<file path="src/rtl/tts_pkg.sv">
// Shared types and constants for the tiled texture swizzle block.
package tts_pkg;

	localparam int unsigned ADDR_W      = 20;
	localparam int unsigned PADDR_W     = 3;
	localparam int unsigned PDATA_W     = 32;
	localparam int unsigned LOG2_W      = 4;
	localparam int unsigned TILE_LOG2   = 3;
	localparam int unsigned TILE_SHIFT  = 6;
	localparam logic [LOG2_W-1:0] MIN_SIDE_LOG2 = 4'd3;
	localparam logic [LOG2_W-1:0] RESET_SIDE_LOG2 = 4'd3;

	typedef enum logic {
		REG_WIDTH_LOG2  = 1'b0,
		REG_HEIGHT_LOG2 = 1'b1
	} reg_idx_t;

	typedef struct packed {
		logic [7:0] red;
		logic [7:0] green;
		logic [7:0] blue;
		logic [7:0] alpha;
	} pixel_t;

	typedef struct packed {
		logic [ADDR_W-1:0] word_address;
		logic [31:0]       texel_word;
		logic              last_texel;
	} texel_t;

endpackage

</file>
<file path="src/rtl/tiled_texture_swizzle.sv">
// Top level: raster RGBA8 pixels to 8x8-tiled Z-order texel words.
//
//  channel  direction  handshake              payload
//  pix      in         pix_valid/pix_ready    tts_pkg::pixel_t
//  texel    out        texel_valid/texel_ready tts_pkg::texel_t
//  apb      in         psel/penable/pready    width_log2 @0x0, height_log2 @0x4
//
// One pixel per cycle while the output is not stalled; each texel is registered before it appears.
// Address and packing are computed from the column/row counters at accept and held
// in the result register; a skid register takes one more pixel while the output stalls,
// so pix_ready depends only on registered state.
// Reset clears counters and buffers and sets both size registers to 8 pixels.
module tiled_texture_swizzle #(
	parameter int unsigned MAX_SIDE_LOG2 = 10
) (
	input  logic                          clk,
	input  logic                          arst_n,
	input  logic                          pix_valid,
	output logic                          pix_ready,
	input  tts_pkg::pixel_t               pix,
	output logic                          texel_valid,
	input  logic                          texel_ready,
	output tts_pkg::texel_t               texel,
	input  logic                          psel,
	input  logic                          penable,
	input  logic                          pwrite,
	input  logic [tts_pkg::PADDR_W-1:0]   paddr,
	input  logic [tts_pkg::PDATA_W-1:0]   pwdata,
	output logic [tts_pkg::PDATA_W-1:0]   prdata,
	output logic                          pready
);

	localparam int unsigned CNT_W  = MAX_SIDE_LOG2;
	localparam int unsigned CALC_W = (2 * MAX_SIDE_LOG2 > tts_pkg::ADDR_W) ?
		2 * MAX_SIDE_LOG2 : tts_pkg::ADDR_W;
	localparam logic [tts_pkg::LOG2_W-1:0] MAX_LOG2 = tts_pkg::LOG2_W'(MAX_SIDE_LOG2);
	localparam int unsigned TILE_BITS = 2 * tts_pkg::TILE_LOG2;

	logic [tts_pkg::LOG2_W-1:0] width_log2_q;
	logic [tts_pkg::LOG2_W-1:0] height_log2_q;
	logic [CNT_W-1:0]           col_q;
	logic [CNT_W-1:0]           row_q;

	logic [tts_pkg::LOG2_W-1:0] wl;
	logic [tts_pkg::LOG2_W-1:0] hl;
	logic [CNT_W-1:0]           wmask;
	logic [CNT_W-1:0]           hmask;
	logic [CNT_W-1:0]           col;
	logic [CNT_W-1:0]           row;
	logic [CNT_W-1:0]           dy;
	logic [TILE_BITS-1:0]       zord;
	logic [4:0]                 row_shift;
	logic [CALC_W-1:0]          addr_full;
	logic                       col_end;
	logic                       row_end;
	tts_pkg::texel_t            result;

	tts_pkg::texel_t            main_q;
	logic                       main_vld_q;
	tts_pkg::texel_t            skid_q;
	logic                       skid_vld_q;

	logic                       pix_fire;
	logic                       cfg_wr;

	assign pready    = 1'b1;
	assign cfg_wr    = psel & penable & pwrite & pready;
	assign pix_ready = ~skid_vld_q;
	assign pix_fire  = pix_valid & pix_ready;

	always_comb begin
		unique case (tts_pkg::reg_idx_t'(paddr[2]))
			tts_pkg::REG_WIDTH_LOG2:  prdata = tts_pkg::PDATA_W'(width_log2_q);
			tts_pkg::REG_HEIGHT_LOG2: prdata = tts_pkg::PDATA_W'(height_log2_q);
			default:                  prdata = '0;
		endcase
	end

	always_ff @(posedge clk or negedge arst_n) begin
		if (!arst_n) begin
			width_log2_q  <= tts_pkg::RESET_SIDE_LOG2;
			height_log2_q <= tts_pkg::RESET_SIDE_LOG2;
		end else if (cfg_wr) begin
			unique case (tts_pkg::reg_idx_t'(paddr[2]))
				tts_pkg::REG_WIDTH_LOG2:  width_log2_q  <= pwdata[tts_pkg::LOG2_W-1:0];
				tts_pkg::REG_HEIGHT_LOG2: height_log2_q <= pwdata[tts_pkg::LOG2_W-1:0];
				default: ;
			endcase
		end
	end

	always_comb begin
		if (width_log2_q < tts_pkg::MIN_SIDE_LOG2)
			wl = tts_pkg::MIN_SIDE_LOG2;
		else if (width_log2_q > MAX_LOG2)
			wl = MAX_LOG2;
		else
			wl = width_log2_q;
		if (height_log2_q < tts_pkg::MIN_SIDE_LOG2)
			hl = tts_pkg::MIN_SIDE_LOG2;
		else if (height_log2_q > MAX_LOG2)
			hl = MAX_LOG2;
		else
			hl = height_log2_q;
		for (int i = 0; i < CNT_W; i++) begin
			wmask[i] = (i < int'(wl));
			hmask[i] = (i < int'(hl));
		end
	end

	assign col       = col_q & wmask;
	assign row       = row_q & hmask;
	assign dy        = ~row & hmask;
	assign col_end   = (col == wmask);
	assign row_end   = (row == hmask);
	assign zord      = {dy[2], col[2], dy[1], col[1], dy[0], col[0]};
	assign row_shift = {1'b0, wl} + 5'(tts_pkg::TILE_LOG2);
	assign addr_full = (CALC_W'(dy >> tts_pkg::TILE_LOG2) << row_shift)
		| (CALC_W'(col >> tts_pkg::TILE_LOG2) << tts_pkg::TILE_SHIFT)
		| CALC_W'(zord);

	assign result.word_address = addr_full[tts_pkg::ADDR_W-1:0];
	assign result.texel_word   = {pix.red, pix.green, pix.blue, pix.alpha};
	assign result.last_texel   = col_end & row_end;

	always_ff @(posedge clk or negedge arst_n) begin
		if (!arst_n) begin
			col_q <= '0;
			row_q <= '0;
		end else if (pix_fire) begin
			if (col_end) begin
				col_q <= '0;
				row_q <= row_end ? '0 : row + 1'b1;
			end else begin
				col_q <= col + 1'b1;
				row_q <= row;
			end
		end
	end

	always_ff @(posedge clk or negedge arst_n) begin
		if (!arst_n) begin
			main_vld_q <= 1'b0;
			skid_vld_q <= 1'b0;
		end else if (!main_vld_q || texel_ready) begin
			if (skid_vld_q) begin
				main_vld_q <= 1'b1;
				skid_vld_q <= 1'b0;
			end else begin
				main_vld_q <= pix_fire;
			end
		end else if (pix_fire) begin
			skid_vld_q <= 1'b1;
		end
	end

	always_ff @(posedge clk) begin
		if (!main_vld_q || texel_ready) begin
			if (skid_vld_q)
				main_q <= skid_q;
			else if (pix_fire)
				main_q <= result;
		end else if (pix_fire) begin
			skid_q <= result;
		end
	end

	assign texel_valid = main_vld_q;
	assign texel       = main_q;

	a_skid_implies_main: assert property (@(posedge clk) disable iff (!arst_n)
		skid_vld_q |-> main_vld_q)
		else $error("skid entry held while result register empty");

	a_stall_only_when_full: assert property (@(posedge clk) disable iff (!arst_n)
		!pix_ready |-> (texel_valid && !$past(texel_ready && texel_valid && !skid_vld_q)))
		else $error("pixel channel stalled without a pending texel");

	a_fire_fills_output: assert property (@(posedge clk) disable iff (!arst_n)
		(pix_fire && !main_vld_q) |=> texel_valid)
		else $error("accepted pixel did not reach the result register");

	a_last_wraps_counters: assert property (@(posedge clk) disable iff (!arst_n)
		(pix_fire && col_end && row_end) |=> (col_q == '0 && row_q == '0))
		else $error("counters did not wrap after the final pixel");

endmodule

</file>
<file path="config.mk">
export PLATFORM = sky130hd
export DESIGN_NAME = tiled_texture_swizzle
export DESIGN_NICKNAME = d
export VERILOG_FILES = /design/src/rtl/tts_pkg.sv /design/src/rtl/tiled_texture_swizzle.sv
export SDC_FILE = /design/constraint.sdc
export NUM_CORES = 1
export LEC_CHECK = 0
export BUFFER_PORTS_ARGS = -buffer_cell sky130_fd_sc_hd__buf_2
export CAP_MARGIN = 20
export CORE_MARGIN = 1.5
export CORE_UTILIZATION = 38
export DETAILED_ROUTE_END_ITERATION = 12
export MAX_ROUTING_LAYER = met4
export PLACE_DENSITY_LB_ADDON = 0.3
export SLEW_MARGIN = 20
export SYNTH_ARGS = -nofsm -noshare
export SYNTH_HDL_FRONTEND = slang
export SYNTH_SLANG_ARGS = --single-unit
</file>
<file path="constraint.sdc">
create_clock -name clk -period 3.5 [get_ports clk]
set_input_delay 0.35 -clock clk [delete_from_list [all_inputs] [get_ports clk]]
set_output_delay 0.35 -clock clk [all_outputs]
set_load 0.01 [all_outputs]
</file>
# ---- After elaboration in Yosys (flattened, before gate mapping)
# Index checks and enable logic that the tools add are counted.
dict set report totals {
  inputBits 74
  word_cells 76
  out_inout_bits 88
  register_bits 136
}
dict set report classes {
  n_eq_ne 2
  shifts 1
  n_lt_le_gt_ge 24
  n_reduce_logical 8
  bitwise 13
  addsub 3
  muxes 13
}
# cell count
set ops {}
lappend ops {{53-bit two-way mux} 2}
lappend ops {{32-bit case mux with 2 select lines} 1}
lappend ops {{3-bit by 4-bit < comparator with 1-bit output, first input constant} 8}
lappend ops {{10-bit bitwise AND} 3}
lappend ops {{10-bit two-way mux} 3}
lappend ops {{10-bit by 1-bit adder with 10-bit output, second input constant} 2}
lappend ops {{10-bit == test} 2}
lappend ops {{20-bit by 13-bit OR with 20-bit output} 1}
lappend ops {{20-bit by 6-bit OR with 20-bit output} 1}
lappend ops {{7-bit by 5-bit << shifter with 20-bit output} 1}
lappend ops {{1-bit by 4-bit < comparator with 1-bit output, first input constant} 4}
lappend ops {{2-bit by 4-bit < comparator with 1-bit output, first input constant} 4}
lappend ops {{4-bit < comparator, first input constant} 4}
lappend ops {{4-bit two-way mux} 4}
lappend ops {{10-bit inverter} 1}
lappend ops {{4-bit > comparator, second input constant} 2}
lappend ops {{4-bit by 2-bit < comparator with 1-bit output, second input constant} 2}
lappend ops {{2-bit AND reduction} 4}
lappend ops {{4-bit by 2-bit adder with 5-bit output, second input constant} 1}
lappend ops {{1-bit bitwise AND} 4}
lappend ops {{2-bit nonzero test} 2}
lappend ops {{1-bit two-way mux} 3}
lappend ops {{1-bit inverter} 3}
lappend ops {{1-bit logical NOT} 1}
lappend ops {{1-bit logical OR} 1}

# ---- Longest topological paths before layout
# Gate-level depths: netlist of the first run.
dict set report logic_depth {
  word_depth 12
  depth_mapped 13
  ltp_nobuf 10
}

# ---- Least setup slack after synthesis of the first run
# No wires, ideal clock.
dict set report synth_path {
  path_kind {register -> register}
  start {register skid_vld_q}
  end {register skid_q[0] in the netlist's numbering, enable pin}
  n_path_buf 1
  required_ps 3036
  setup_ps 464
  arrival_time_ps 3000
  period_less_slack_ps 3464
  slack_ps 36
  stages_incl_launch_ff 5
  path_cell_list {dfrtp_1 -> inv_1 -> nand2_1 -> clkbuf_1 -> nor2_1}
}
dict set report synth_between {
  elab_chain_cells 3
}
# item line
set synth_rtl {}
lappend synth_rtl {{from (decl)} tiled_texture_swizzle.sv:61} ;# logic skid_vld_q;
lappend synth_rtl {{from (signal assigned)} tiled_texture_swizzle.sv:144} ;# skid_vld_q <= 1'b0;
lappend synth_rtl {{from (signal assigned)} tiled_texture_swizzle.sv:148} ;# skid_vld_q <= 1'b0;
lappend synth_rtl {{from (signal assigned)} tiled_texture_swizzle.sv:153} ;# skid_vld_q <= 1'b1;
lappend synth_rtl {{1-bit inverter} tiled_texture_swizzle.sv:68} ;# assign pix_ready = ~skid_vld_q;
lappend synth_rtl {{1-bit bitwise AND} tiled_texture_swizzle.sv:69} ;# assign pix_fire = pix_valid & pix_ready;
lappend synth_rtl {{2-bit AND reduction (no line)} --}
lappend synth_rtl {{to (signal assigned)} tiled_texture_swizzle.sv:164} ;# skid_q <= result;
lappend synth_rtl {{to (decl)} tiled_texture_swizzle.sv:60} ;# tts_pkg::texel_t skid_q;
# Every way passes these cells.
# A chain may end at the register's enable or synchronous reset.

# ---- Worst setup path in the final report of the first run
dict set report layout_path {
  start {register width_log2_q[1] in the netlist's numbering}
  end {register main_q, in the netlist texel[42], data pin}
}
dict set report layout_between {
  elab_chain_cells 9
  word_cells_on_any_way 12
  classes_between {add/sub (1); order compare (3); shift (1); mux (4); bitwise (3)}
}
# item line
set layout_rtl {}
lappend layout_rtl {{from (decl)} tiled_texture_swizzle.sv:39} ;# logic [tts_pkg::LOG2_W-1:0] width_log2_q;
lappend layout_rtl {{from (signal assigned)} tiled_texture_swizzle.sv:81} ;# width_log2_q <= tts_pkg::RESET_SIDE_LOG2;
lappend layout_rtl {{from (signal assigned)} tiled_texture_swizzle.sv:85} ;# tts_pkg::REG_WIDTH_LOG2: width_log2_q <= pwdata[tts_pkg::LOG2_W-1:0];
lappend layout_rtl {{4-bit > comparator} tiled_texture_swizzle.sv:95} ;# else if (width_log2_q > MAX_LOG2)
lappend layout_rtl {{4-bit two-way mux} tiled_texture_swizzle.sv:95}
lappend layout_rtl {{4-bit two-way mux *} tiled_texture_swizzle.sv:93} ;# if (width_log2_q < tts_pkg::MIN_SIDE_LOG2)
lappend layout_rtl {{4-bit by 2-bit adder with 5-bit output / 3-bit by 4-bit < comparator with 1-bit output (equally long branches)} {tiled_texture_swizzle.sv:117, tiled_texture_swizzle.sv:106}}
lappend layout_rtl {{7-bit by 5-bit << shifter with 20-bit output / 10-bit bitwise AND (equally long branches)} {tiled_texture_swizzle.sv:118, tiled_texture_swizzle.sv:111}}
lappend layout_rtl {{20-bit by 13-bit OR with 20-bit output *} tiled_texture_swizzle.sv:119} ;# | (CALC_W'(col >> tts_pkg::TILE_LOG2) << tts_pkg::TILE_SHIFT)
lappend layout_rtl {{20-bit by 6-bit OR with 20-bit output *} tiled_texture_swizzle.sv:120} ;# | CALC_W'(zord);
lappend layout_rtl {{via addr_full[9]} tiled_texture_swizzle.sv:53} ;# logic [CALC_W-1:0] addr_full;
lappend layout_rtl {{53-bit two-way mux *} tiled_texture_swizzle.sv:161} ;# else if (pix_fire)
lappend layout_rtl {{53-bit two-way mux *} tiled_texture_swizzle.sv:159} ;# if (skid_vld_q)
lappend layout_rtl {{to (signal assigned)} tiled_texture_swizzle.sv:160} ;# main_q <= skid_q;
lappend layout_rtl {{to (signal assigned)} tiled_texture_swizzle.sv:162} ;# main_q <= result;
lappend layout_rtl {{to (decl)} tiled_texture_swizzle.sv:58} ;# tts_pkg::texel_t main_q;
# The timed path passes the listed nets; every way through them passes the cells marked *. The select of a mux whose other input is x is not followed.

==> results.md, run 1 <==
- Status: finished, violations left
- Failing checks: negative hold slack
- Layout cells sized above 1: 34.2%
- Max transition margin: 52.6%
- Metal-1 WL: between 6000 and 7000 microns
- Clk_skew: 0.00748 ns
- Post-synthesis sequential area ratio: 58.4%
- Final setup fails: 0
- Die Wd: 136 microns
- CTS root buf: clkbuf_16
- Post-DP HPWL: 10100 microns
- Power density cells: ~660 nW/um^2
- Detailed-route via count: between 4000 and 5000
- RSZ-0062 raised after global routing: false
- Routed Antenna Nets: 0
- Final count of hold timing violations: 26
- Length of routed met2 wiring: roughly 6600 microns
- Commonest non-fill, non-tap cell in the layout: edfxtp_1
- Ys flop type: edfxtp_1
- Synth Instances: 541
- Hold WS: -0.0220 ns
- Largest net degree at the start of global routing: 54
- First-pass GRT wire length: 23400 microns
- Non-Filler Instances: 880
- Layout Nets: just over 700
- Area Growth Syn to Fin: 17.6%
- Violation count after the first detailed-route iteration: 373
- Worst endpoint required time: 3.66 ns
- Initial antenna violation count: 0
- TritonRoute pass-1 iters: 5
- Met3 WL post-DR: approximately 1100 microns
- Placer congestion estimate: 0.918
- CTS Buffer Depth: 2
- Die height: 136 microns
- CP startpoint kind: flip-flop
- Slew Limit Fails: 0
- Top cell type's share of synthesized area: a little under half
- Worst Path Arrival: 3.30 ns
- # resized after CTS: 0
- Tightest Hold Check Type: primary input to asynchronous set/reset pin
- Post-synthesis register bit count: roughly 140
- Later-pin clock latency in the skew report: 0.41 ns
- Dpl cells: 850
- Setup TNS: 0 ns
- Vias per std cell: 5.27
- Minimum clock period after layout: around 3.1 ns
- Vias in the first global route: 4536
- Buffers on Ports: 102
- CTS tree: yes
- TritonCTS buffer count: 17
- Endpoint class of the critical path: flip-flop
- Fillers: 1605
- GRT Residual Overflow: 0
- # DRC: 0
- IO Count: 162
- Number of flops mapped to enable cells by yosys: 106
- Async S/R FF share, synth: 22.1%
- CTS sink cnt: approximately 140
- Diode count: 0
- Setup repair bufs after CTS: 0
- Area contributors post-synth: edfxtp_1 47%, mux2_2 10%, dfrtp_1 9.6%, buf_4 3.4%, nand2_1 2.3%
- Worst vdd ir: 417 uV
- H-tree level count: 4
- Die area: about 19000 sq um
- Mapped Area: 6750 sq um
- Type of the worst setup path: flip-flop to flip-flop
- Commonest non-fill, non-tap cells in the layout: 106 x edfxtp_1, 102 x buf_2, 61 x mux2_2
- Starting Density: between 30% and 40%
- Final period util: 89.8%
- Final wirelength: 14500 microns
- Fmax: 318 MHz
- Top sig layer: met4
- Maxcap violations: 0
- Clk slew on worst S/H paths: 0.06 ns
- CTS Hold Bufs: 0
- Avg WL per Cell: 16.5 microns
- Slew @ Worst Pin: approximately 0.71 ns
- Syn avg cell area: about 12 sq um
- Warnings from Yosys: 0
- Row count: 48
- Crit Path Max Fanout: 8
- Synth area leader: edfxtp_1
- Placeable Area: 17300 sq um
- Pleak: 3.05 nW
- Cell variety after synth: 67
- Gr usage total: 16.7%
==> Yosys cell counts, types with 3 or more instances <==
cell type	instances
nor4b_1	3
o21a_1	6
nand2_1	42
and4_1	3
nand3_1	14
mux4_2	3
or2_1	3
a21o_1	5
nand4_1	8
a31oi_1	8
buf_4	31
edfxtp_1	106
nor3b_1	3
ha_1	4
nor3_1	7
o31ai_1	10
a21oi_1	13
and3_1	4
a22o_1	5
inv_1	9
o21ai_1	11
dfrtp_1	26
mux2_2	61
buf_1	4
nor2_1	31
xnor2_1	8
clkbuf_1	16
o2111ai_1	4
nor2b_1	7
nand2b_1	8
mux2i_1	5
o21ai_0	19
nand3b_1	3
buf_2	7
dfstp_2	4
==> cell type report <==
type	instances	area (sq um)	share of cell area [%]
repair buffers	117	623	7.85
multi-input cells	362	2520	31.7
clock inverters	10	100	1.26
clock buffers	20	437	5.50
inverters	10	37.5	0.473
well taps	225	282	3.55
flip-flops and latches	136	3940	49.6
==> per-layer routing <==
metal	GRT usage, %	vias up
li1	-	2188
met1	22.0	2243
met4	5.26	0
met5	-	-
met2	25.6	186
met3	3.73	19
==> worst paths after layout <==
path	start	endpoint	slack, ns	cells after the start
worst min register to register	col_q[8]$_DFFE_PN0P_	col_q[8]$_DFFE_PN0P_	0.52	2
min in group clk	pix[18]	skid_q[19]$_DFFE_PP_	0.12	1
worst max-delay path	width_log2_q[1]$_DFFE_PN1P_	texel[42]$_DFFE_PP_	0.36	10
worst min-delay path	arst_n	row_q[2]$_DFFE_PN0P_	-0.02	1
max in group asynchronous	arst_n	skid_vld_q$_DFFE_PN0P_	3.04	1
worst max register to register	width_log2_q[1]$_DFFE_PN1P_	texel[42]$_DFFE_PP_	0.36	10
==> cells by family after synthesis <==
logic type	count (synthesis)	share of synthesized area, %
compound gates	104	10.5
xor+xnor	10	1.30
fa+ha+maj	4	0.742
buf+inv	70	5.93
flops	136	58.4
mux	70	12.1
other cells	2	0.111
simple gates	145	10.9
==> power by group <==
| group | leakage (nW) | switching (mW) | internal [mW] | total, mW |
|---|---|---|---|---|
| Sequential | 1.38 | 0.130 | 2.02 | 2.15 |
| Clock | 0.249 | 0.654 | 0.972 | 1.63 |
| Combinational | 1.43 | 0.877 | 0.614 | 1.49 |
| Total | 3.05 | 1.66 | 3.61 | 5.27 |
==> worst max-delay path, stage by stage (launching register included) <==
cell and delay (ns):
dfstp_2 0.59, nor2_1 0.07, o2bb2ai_2 0.15, inv_2 0.07, ha_1 0.21, inv_1 0.11
xnor2_1 0.60, mux2_2 0.44, a21boi_0 0.19, nand4_1 0.15, mux2_2 0.29
==> sequential cells by signal, summed over array words and instances (netlist names) <==
signal	count
col_q	10
skid_vld_q	1
texel	53
width_log2_q	4
texel_valid	1
skid_q	53
row_q	10
height_log2_q	4
==> metrics by stage <==
| step | total power, mW | hold WS, ns | utilization (%) | worst slack (ns) | cell area (sq um) |
|---|---|---|---|---|---|
| final | 5.27 | -0.0220 | 45.9 | 0.359 | 7940 |
| after global routing | 5.55 | 0.0349 | 45.9 | 0.197 | 7940 |
| after CTS | 5.30 | 0.00164 | 45.9 | 0.349 | 7940 |
| after detailed placement | 3.67 | 0.446 | 42.8 | 0.360 | 7400 |
| after global placement | 3.64 | 0.439 | 42.8 | 0.432 | 7400 |
| after floorplan | 3.24 | 0.0544 | - | 0.0355 | 6850 |
Power figures use the tool's default switching activity.
==> run 2, diff against run 1 <==
--- a/constraint.sdc
+++ b/constraint.sdc
@@ -3,2 +3,2 @@
 set_output_delay 0.35 -clock clk [all_outputs]
-set_load 0.01 [all_outputs]
+set_load 0.05 [all_outputs]
==> results.md, run 2 (synthesis results as in run 1) <==
- Commonest non-fill, non-tap cell in the layout: edfxtp_1
- Area Growth Syn to Fin: 17.9%
- Failing checks: negative hold slack
- Routed Antenna Nets: 0
- Final setup fails: 0
- Layout Nets: slightly above 700
- CTS tree: yes
- Clk_skew: about 0.0077 ns
- Worst endpoint required time: 3.66 ns
- CTS root buf: clkbuf_16
- Gr usage total: 17.3%
- CTS Hold Bufs: 0
- RR Endpoint: texel[42]$_DFFE_PP_
- RSZ-0062 raised after global routing: false
- Crit Reg-Reg Startpoint: width_log2_q[0]$_DFFE_PN1P_
- First-pass GRT wire length: 24100 microns
- Buffers on Ports: about 100
- R2R depth: 11
- Final count of hold timing violations: 13
- Pleak: 3.07 nW
- # resized after CTS: 0
- Final period util: 84.9%
- Detailed-route via count: 4678
- Die height: between 100 and 150 microns
- Minimum clock period after layout: 2.97 ns
- CP startpoint: width_log2_q[0]$_DFFE_PN1P_
- Commonest non-fill, non-tap cells in the layout: 106 x edfxtp_1, 102 x buf_2, 61 x mux2_2
- GRT Residual Overflow: 0
- Maxcap violations: 0
- Placer congestion estimate: 0.951
- TritonRoute pass-1 iters: 5
- Setup repair bufs after CTS: 0
- Endpoint class of the critical path: flip-flop
- Largest net degree at the start of global routing: 50
- Post-DP HPWL: around 11000 microns
- Tightest Hold Check Type: primary input to asynchronous set/reset pin
- Crit Path Max Fanout: 13
- Final core utilization: 46.0%
- Avg WL per Cell: 17.0 microns
- Type of the worst setup path: flip-flop to flip-flop
- Worst Path Arrival: 3.13 ns
- CP endpoint: texel[42]$_DFFE_PP_
- Hold WS: -0.0123 ns
- Slew @ Worst Pin: 0.715 ns
- R2R Setup Slk: 0.53 ns
- Violation count after the first detailed-route iteration: 380
- Vias in the first global route: 4520
- IO Count: 162
- Row count: 48
- Worst vdd ir: 412 uV
- Max transition margin: 52.3%
- Initial antenna violation count: 0
- Vias per std cell: 5.30
- CTS Buffer Depth: 2
- Clk slew on worst S/H paths: about 0.06 ns
- H-tree level count: 4
- Diode count: 0
- Fmax: between 300 and 400 MHz
- Slew Limit Fails: 0
- Power density cells: 714 nW/um^2
- # DRC: 0
- Placeable Area: 17300 sq um
- Setup TNS: 0 ns
- Status: finished, violations left
- Die Wd: between 100 and 150 microns
- Final wirelength: 15000 microns
- CP startpoint kind: flip-flop
- Layout cells sized above 1: 34.2%
- Later-pin clock latency in the skew report: 0.41 ns
- TritonCTS buffer count: 17
- Die area: between 15000 and 20000 sq um
- CTS sink cnt: 136
- Starting Density: 39.0%
run 2: cell types whose count changed in the layout (fill, tap and decap cells not counted), sizes merged:
cell | before | now
clkbuf | 20 | 18
clkinvlp | 4 | 3
inv | 12 | 13
clkinv | 3 | 7
run 2: area by class of cell:
type / count / area, sq um
timing repair buffer: 117 / 623
fill: 1582 / 9340
tap: 225 / 282
clock buffer: 18 / 429
sequential: 136 / 3940
clock inverter: 14 / 126
multi-input combinational: 362 / 2520
inverter: 10 / 37.5
run 2: worst min path at each step:
stage,start,slack [ns],depth (start not counted),end
detailed placement,arst_n,0.45,1,height_log2_q[2]$_DFFE_PN0P_
floorplan,arst_n,0.05,0,col_q[0]$_DFFE_PN0P_
finish,arst_n,-0.01,1,height_log2_q[2]$_DFFE_PN0P_
CTS,arst_n,0.001,1,height_log2_q[2]$_DFFE_PN0P_
global placement,arst_n,0.45,1,row_q[6]$_DFFE_PN0P_
global route,arst_n,0.04,1,row_q[6]$_DFFE_PN0P_
run 2: worst max-delay path, cell delays in order, from the launching register on:
cell and delay, ns:
dfstp_2 0.59, nor2b_1 0.08, o2bb2ai_2 0.21, inv_2 0.06, ha_1 0.24, inv_1 0.14
xnor2_1 0.13, buf_4 0.22, mux2_2 0.38, a21boi_0 0.21, nand4_1 0.17, mux2_2 0.29
run 2: routing by layer:
layer / routed length [microns] / track usage (%) / up-vias
met5: 0 / - / -
met4: 244 / 5.61 / 0
met3: 1050 / 4.44 / 22
met2: 6790 / 26.3 / 214
met1: 6870 / 22.6 / 2255
li1: - / - / 2187
run 2: stage by stage:
| stage | hold WS (ns) | setup slack, ns | instance area, sq um | power [mW] | instances |
|---|---|---|---|---|---|
| floorplan | 0.0544 | 0.562 | 6850 | 3.59 | 568 |
| global placement | 0.446 | 0.653 | 7400 | 3.98 | 850 |
| detailed placement | 0.453 | 0.551 | 7400 | 4.03 | 850 |
| CTS | 0.00107 | 0.535 | 7960 | 5.71 | 882 |
| global route | 0.0410 | 0.342 | 7960 | 5.97 | 882 |
| finish | -0.0123 | 0.528 | 7960 | 5.68 | 882 |
run 2: where the power goes:
part	switching [mW]	total (mW)	internal, mW
Clock	0.685	1.67	0.981
Combinational	1.24	1.85	0.611
Sequential	0.140	2.16	2.02
Total	2.07	5.68	3.61
